--- config.mk ---
export PLATFORM = sky130hd
export DESIGN_NAME = grmt_ctrl
export DESIGN_NICKNAME = d
export VERILOG_FILES = /design/src/grmt_pkg.sv /design/src/grmt_ctrl.sv
export SDC_FILE = /design/constraint.sdc
export NUM_CORES = 1
export LEC_CHECK = 0
export BUFFER_PORTS_ARGS = -buffer_cell sky130_fd_sc_hd__clkbuf_2
export CORE_AREA = 5 5 42 44
export CTS_BUF_LIST = sky130_fd_sc_hd__clkbuf_2
export CTS_CLUSTER_SIZE = 30
export DETAILED_ROUTE_END_ITERATION = 8
export DIE_AREA = 0 0 47 49
export HOLD_SLACK_MARGIN = 0.06
export SYNTH_ARGS = -nofsm -noshare
export SYNTH_HDL_FRONTEND = slang
export SYNTH_SLANG_ARGS = --single-unit
--- constraint.sdc ---
create_clock -name clk_i -period 1.8 [get_ports clk_i]
set_input_delay 0.09 -clock clk_i [delete_from_list [all_inputs] [get_ports clk_i]]
set_output_delay 0.09 -clock clk_i [all_outputs]
set_load 0.1 [all_outputs]
--- src/grmt_pkg.sv ---
// Shared types and constants of the guard range match table.
package grmt_pkg;

  localparam int unsigned NUM_SLOTS = 64;
  localparam int unsigned IDX_W     = (NUM_SLOTS > 1) ? $clog2(NUM_SLOTS) : 1;
  localparam int unsigned ADDR_W    = 64;
  localparam int unsigned ID_W      = 16;
  localparam int unsigned CHAR_W    = 6;
  localparam int unsigned BCD_DIGITS = 5;
  localparam int unsigned BCD_W     = 4 * BCD_DIGITS;
  localparam int unsigned CNT_W     = $clog2(ID_W);
  localparam logic [CHAR_W-1:0] ASCII_ZERO = CHAR_W'(48);

  typedef enum logic [1:0] {
    MODE_REG    = 2'd0,
    MODE_DEREG  = 2'd1,
    MODE_LOOKUP = 2'd2,
    MODE_NONE   = 2'd3
  } mode_e;

  typedef enum logic [2:0] {
    ST_REGISTERED = 3'd0,
    ST_FULL       = 3'd1,
    ST_REMOVED    = 3'd2,
    ST_NOT_FOUND  = 3'd3,
    ST_HIT        = 3'd4,
    ST_MISS       = 3'd5
  } status_e;

  typedef struct packed {
    logic [1:0]        mode;
    logic [ID_W-1:0]   pool_id;
    logic [ADDR_W-1:0] range_start;
    logic [ADDR_W-1:0] range_end;
    logic [ADDR_W-1:0] fault_addr;
  } in_item_t;

  typedef struct packed {
    logic [2:0]        status;
    logic [ID_W-1:0]   hit_pool_id;
    logic [CHAR_W-1:0] char_thousands;
    logic [CHAR_W-1:0] char_hundreds;
    logic [CHAR_W-1:0] char_tens;
    logic [CHAR_W-1:0] char_ones;
  } out_item_t;

  typedef struct packed {
    logic    load;
    logic    scan_inc;
    logic    commit;
    logic    conv_start;
    logic    conv_step;
    logic    out_load;
    logic    hit;
    status_e status;
  } ctrl_cmd_t;

  typedef struct packed {
    logic [1:0] mode;
    logic       match;
    logic       last;
    logic       conv_done;
    logic       out_free;
  } dp_stat_t;

endpackage

--- src/grmt_ctrl.sv ---
// Controller state machine of the guard range match table.
module grmt_ctrl (
  input  logic                clk_i,
  input  logic                rst_ni,
  input  logic                in_valid_i,
  input  logic [1:0]          in_mode_i,
  output logic                in_ready_o,
  input  grmt_pkg::dp_stat_t  stat_i,
  output grmt_pkg::ctrl_cmd_t cmd_o
);
  import grmt_pkg::*;

  typedef enum logic [2:0] {
    S_IDLE,
    S_READ,
    S_CHECK,
    S_CONV,
    S_DONE
  } state_e;

  state_e  state_q, state_d;
  status_e status_q, status_d;
  logic    hit_q, hit_d;

  always_comb begin
    state_d  = state_q;
    status_d = status_q;
    hit_d    = hit_q;
    cmd_o    = '0;
    cmd_o.status = status_q;
    cmd_o.hit    = hit_q;
    case (state_q)
      S_IDLE: begin
        if (in_valid_i) begin
          cmd_o.load = 1'b1;
          hit_d      = 1'b0;
          if (in_mode_i == MODE_NONE) begin
            status_d = ST_MISS;
            state_d  = S_DONE;
          end else begin
            state_d = S_READ;
          end
        end
      end
      S_READ: begin
        state_d = S_CHECK;
      end
      S_CHECK: begin
        if (stat_i.match) begin
          cmd_o.commit = 1'b1;
          case (stat_i.mode)
            MODE_REG: begin
              status_d = ST_REGISTERED;
              state_d  = S_DONE;
            end
            MODE_DEREG: begin
              status_d = ST_REMOVED;
              state_d  = S_DONE;
            end
            default: begin
              status_d         = ST_HIT;
              hit_d            = 1'b1;
              cmd_o.conv_start = 1'b1;
              state_d          = S_CONV;
            end
          endcase
        end else if (stat_i.last) begin
          case (stat_i.mode)
            MODE_REG:   status_d = ST_FULL;
            MODE_DEREG: status_d = ST_NOT_FOUND;
            default:    status_d = ST_MISS;
          endcase
          state_d = S_DONE;
        end else begin
          cmd_o.scan_inc = 1'b1;
          state_d        = S_READ;
        end
      end
      S_CONV: begin
        cmd_o.conv_step = 1'b1;
        if (stat_i.conv_done) begin
          state_d = S_DONE;
        end
      end
      S_DONE: begin
        if (stat_i.out_free) begin
          cmd_o.out_load = 1'b1;
          state_d        = S_IDLE;
        end
      end
      default: state_d = S_IDLE;
    endcase
  end

  assign in_ready_o = (state_q == S_IDLE);

  always_ff @(posedge clk_i or negedge rst_ni) begin
    if (!rst_ni) begin
      state_q  <= S_IDLE;
      status_q <= ST_MISS;
      hit_q    <= 1'b0;
    end else begin
      state_q  <= state_d;
      status_q <= status_d;
      hit_q    <= hit_d;
    end
  end

endmodule

==> flow_summary.toml <==
[outcome]
status = "completed"

[timing]
hold_viol = 0
max-slew-margin-rel = 0.641
tightest_slew_ns = 0.541
setup_viol = 0
fmax_mhz = 604
rsz0062_at_grt = "no"
drv_slew = 0
period_minus_slack_ns = 1.66
min_period_over_period = 0.921
fin_ws_ns = 0.143
clock_skew_ns = 0.00316

[setup_path]
cp-start-kind = "register"
critPathCaptureType = "primary output"
critPathArrivalTime_ns = 1.57
cp.required_ns = 1.71
path_class = "register to primary output"
path_max_fanout = 10

[global_routing]
use_met2 = 0.188
overflow = 0
groute.layer.met3.usage = 0.0517
use_met1 = 0.172
busiest_layer = "met2"
grt_max_degree = 12
grt_use_total = 0.132
first_global_vias = 505
grt_pass1_wl_um = 2170
antenna_found_initial = 0

[floorplanning]
core_mm2 = 0.00140
ios = 22
start_util = 0.345
fp.dieArea_mm2 = 0.00230
std_cell_rows = 14
die_w_um = 47
fp.dieH_um = 49

[synthesis]
netlist_area_um2 = 483
synth.top_cell.area_share = 0.259
syn_nets = 67
syn-instance-count = 56
ys_seq_elements = 7
syn_area_per_cell_um2 = 8.62
synth.top_cells.by_area = "dfrtp_1 (26%), dfstp_2 (11%), nand2_1 (6.2%), a2111oi_4 (5.7%), nor2_1 (5.4%)"
synth_seq_area_share = 0.368
synth_top_area_cell = "dfrtp_1"
synth.distinct_cells = 25
ys_warn_count = 0

[clock_tree]
h-tree-depth = 1
cts_tree = "yes"
cts_root_buf = "clkbuf_2"
cts_buffers = 3
path_clk_slew_ns = 0.08
cts_buffer_depth = 2
clkSinkCount = 7
insertion_delay_ns = 0.24

[routing]
postRouteAntennaNets = 0
wl_um = 1330
detail_route.vias_per_cell = 5.38
vias = 516
post_drt_wl_per_cell_um = 13.9
dr.first_iter.drc_count = 6
drc = 0
drt_first_pass_iters = 4

[placement]
dp_cells = 90
portBuffers = 21
gp_congestion = 0.726
hpwl_um = 1040
dp_slack_ns = 0.190

[cells_and_area]
final_nets = 92
antenna_cells = 0
area_growth_syn_to_layout_pct = 52.1
drive_gt1_frac = 0.475
fin_cells = 96
fillers = 142

[run]
max_cap_violations = 0

[hold_path]
hold_class = "input port to register"
-- worst paths after layout --
kind / endpoint / cells after the start / slack, ns / from
max: cmd_o[8] / 4 / 0.14 / state_q[0]
min: status_q[0] / 3 / 0.1 / in_mode_i[1]
max reg2reg: state_q[0] / 4 / 0.22 / state_q[0]
min reg2reg: status_q[2] / 2 / 0.51 / status_q[2]
max in group asynchronous: status_q[2] / 2 / 1.34 / rst_ni
min in group asynchronous: status_q[1] / 2 / 0.22 / rst_ni
-- area by class of cell --
class,instances,area [µm²],area share
inverters,1,3.75,0.00511
multi-input cells,44,312,0.424
repair buffers,24,200,0.273
flip-flops and latches,7,179,0.244
clock buffers,4,20.0,0.0273
well taps,16,20.0,0.0273
-- Yosys cell counts (all sizes together) --
| master | n |
|---|---|
| a2111oi | 1 |
| a21oi | 4 |
| a22o | 1 |
| a31o | 1 |
| a31oi | 4 |
| and2 | 1 |
| and3 | 2 |
| and3b | 1 |
| buf | 4 |
| dfrtp | 5 |
| dfstp | 2 |
| inv | 1 |
| mux2 | 1 |
| mux2i | 1 |
| nand2 | 8 |
| nand4 | 1 |
| nor2 | 8 |
| nor2b | 2 |
| nor3 | 3 |
| nor3b | 2 |
| o31a | 1 |
| o31ai | 1 |
| o32ai | 1 |
-- cell usage in the layout, fill, tap and decap left out, drive strengths merged --
master | netlist | layout
o31ai | 1 | 1
mux2i | 1 | 1
nor2b | 2 | 2
clkbuf | 0 | 18
and2 | 1 | 1
dfstp | 2 | 2
a22o | 1 | 1
nand4 | 1 | 1
a31o | 1 | 1
o31a | 1 | 1
nor2 | 8 | 8
nor3b | 2 | 2
dfrtp | 5 | 5
a2111oi | 1 | 1
buf | 4 | 8
nand2 | 8 | 8
dlygate4sd3 | 0 | 2
o32ai | 1 | 1
and3b | 1 | 1
and3 | 2 | 2
a31oi | 4 | 4
mux2 | 1 | 1
a21oi | 4 | 4
nor3 | 3 | 3
inv | 1 | 1
-- sequential cells by signal, summed over array words and instances (netlist names) --
signal and count:
hit_q 1, status_q 3, state_q 3
-- per-layer routing --
layer  wire length (µm)  share of wire
met4                 17          0.013
met2                642           0.48
met3                127          0.095
met5                  0              0
met1                546           0.41
-- what timing repair did --
| action | 4_1_cts | 5_1_grt |
|---|---|---|
| setup endpoints to repair | 0 | 2 |
| hold buffers | 2 | 0 |
| buffers inserted | 0 | 0 |
| endpoints found under the hold margin | 8 | 0 |
| gates resized for setup | 0 | 2 |
-- worst max-delay path, cell delays in order (launching register included) --
cell and delay, ns:
dfrtp_1 0.54, nor2_4 0.20, nand2_1 0.19, nor3_4 0.20
buf_12 0.20
-- metrics by stage --
step | hold WS (ns) | setup TNS, ns | util | instance area [µm²]
2_1_floorplan | -0.206 | -0.289 | - | 510
3_3_place_gp | -0.0581 | 0 | 0.491 | 688
3_5_place_dp | -0.0597 | 0 | 0.491 | 688
4_1_cts | 0.0873 | 0 | 0.520 | 728
5_1_grt | 0.127 | 0 | 0.524 | 734
6_report | 0.0968 | 0 | 0.524 | 734
-- logic make-up after synthesis --
logic type,after synthesis,synth area share
simple gates,28,0.288
buf+inv,5,0.0544
mux,2,0.0518
compound gates,14,0.238
flops,7,0.368
Power is left out: the tool's default activity adds up to more than one toggle a clock period on the data nets, which glitch-free logic cannot reach.
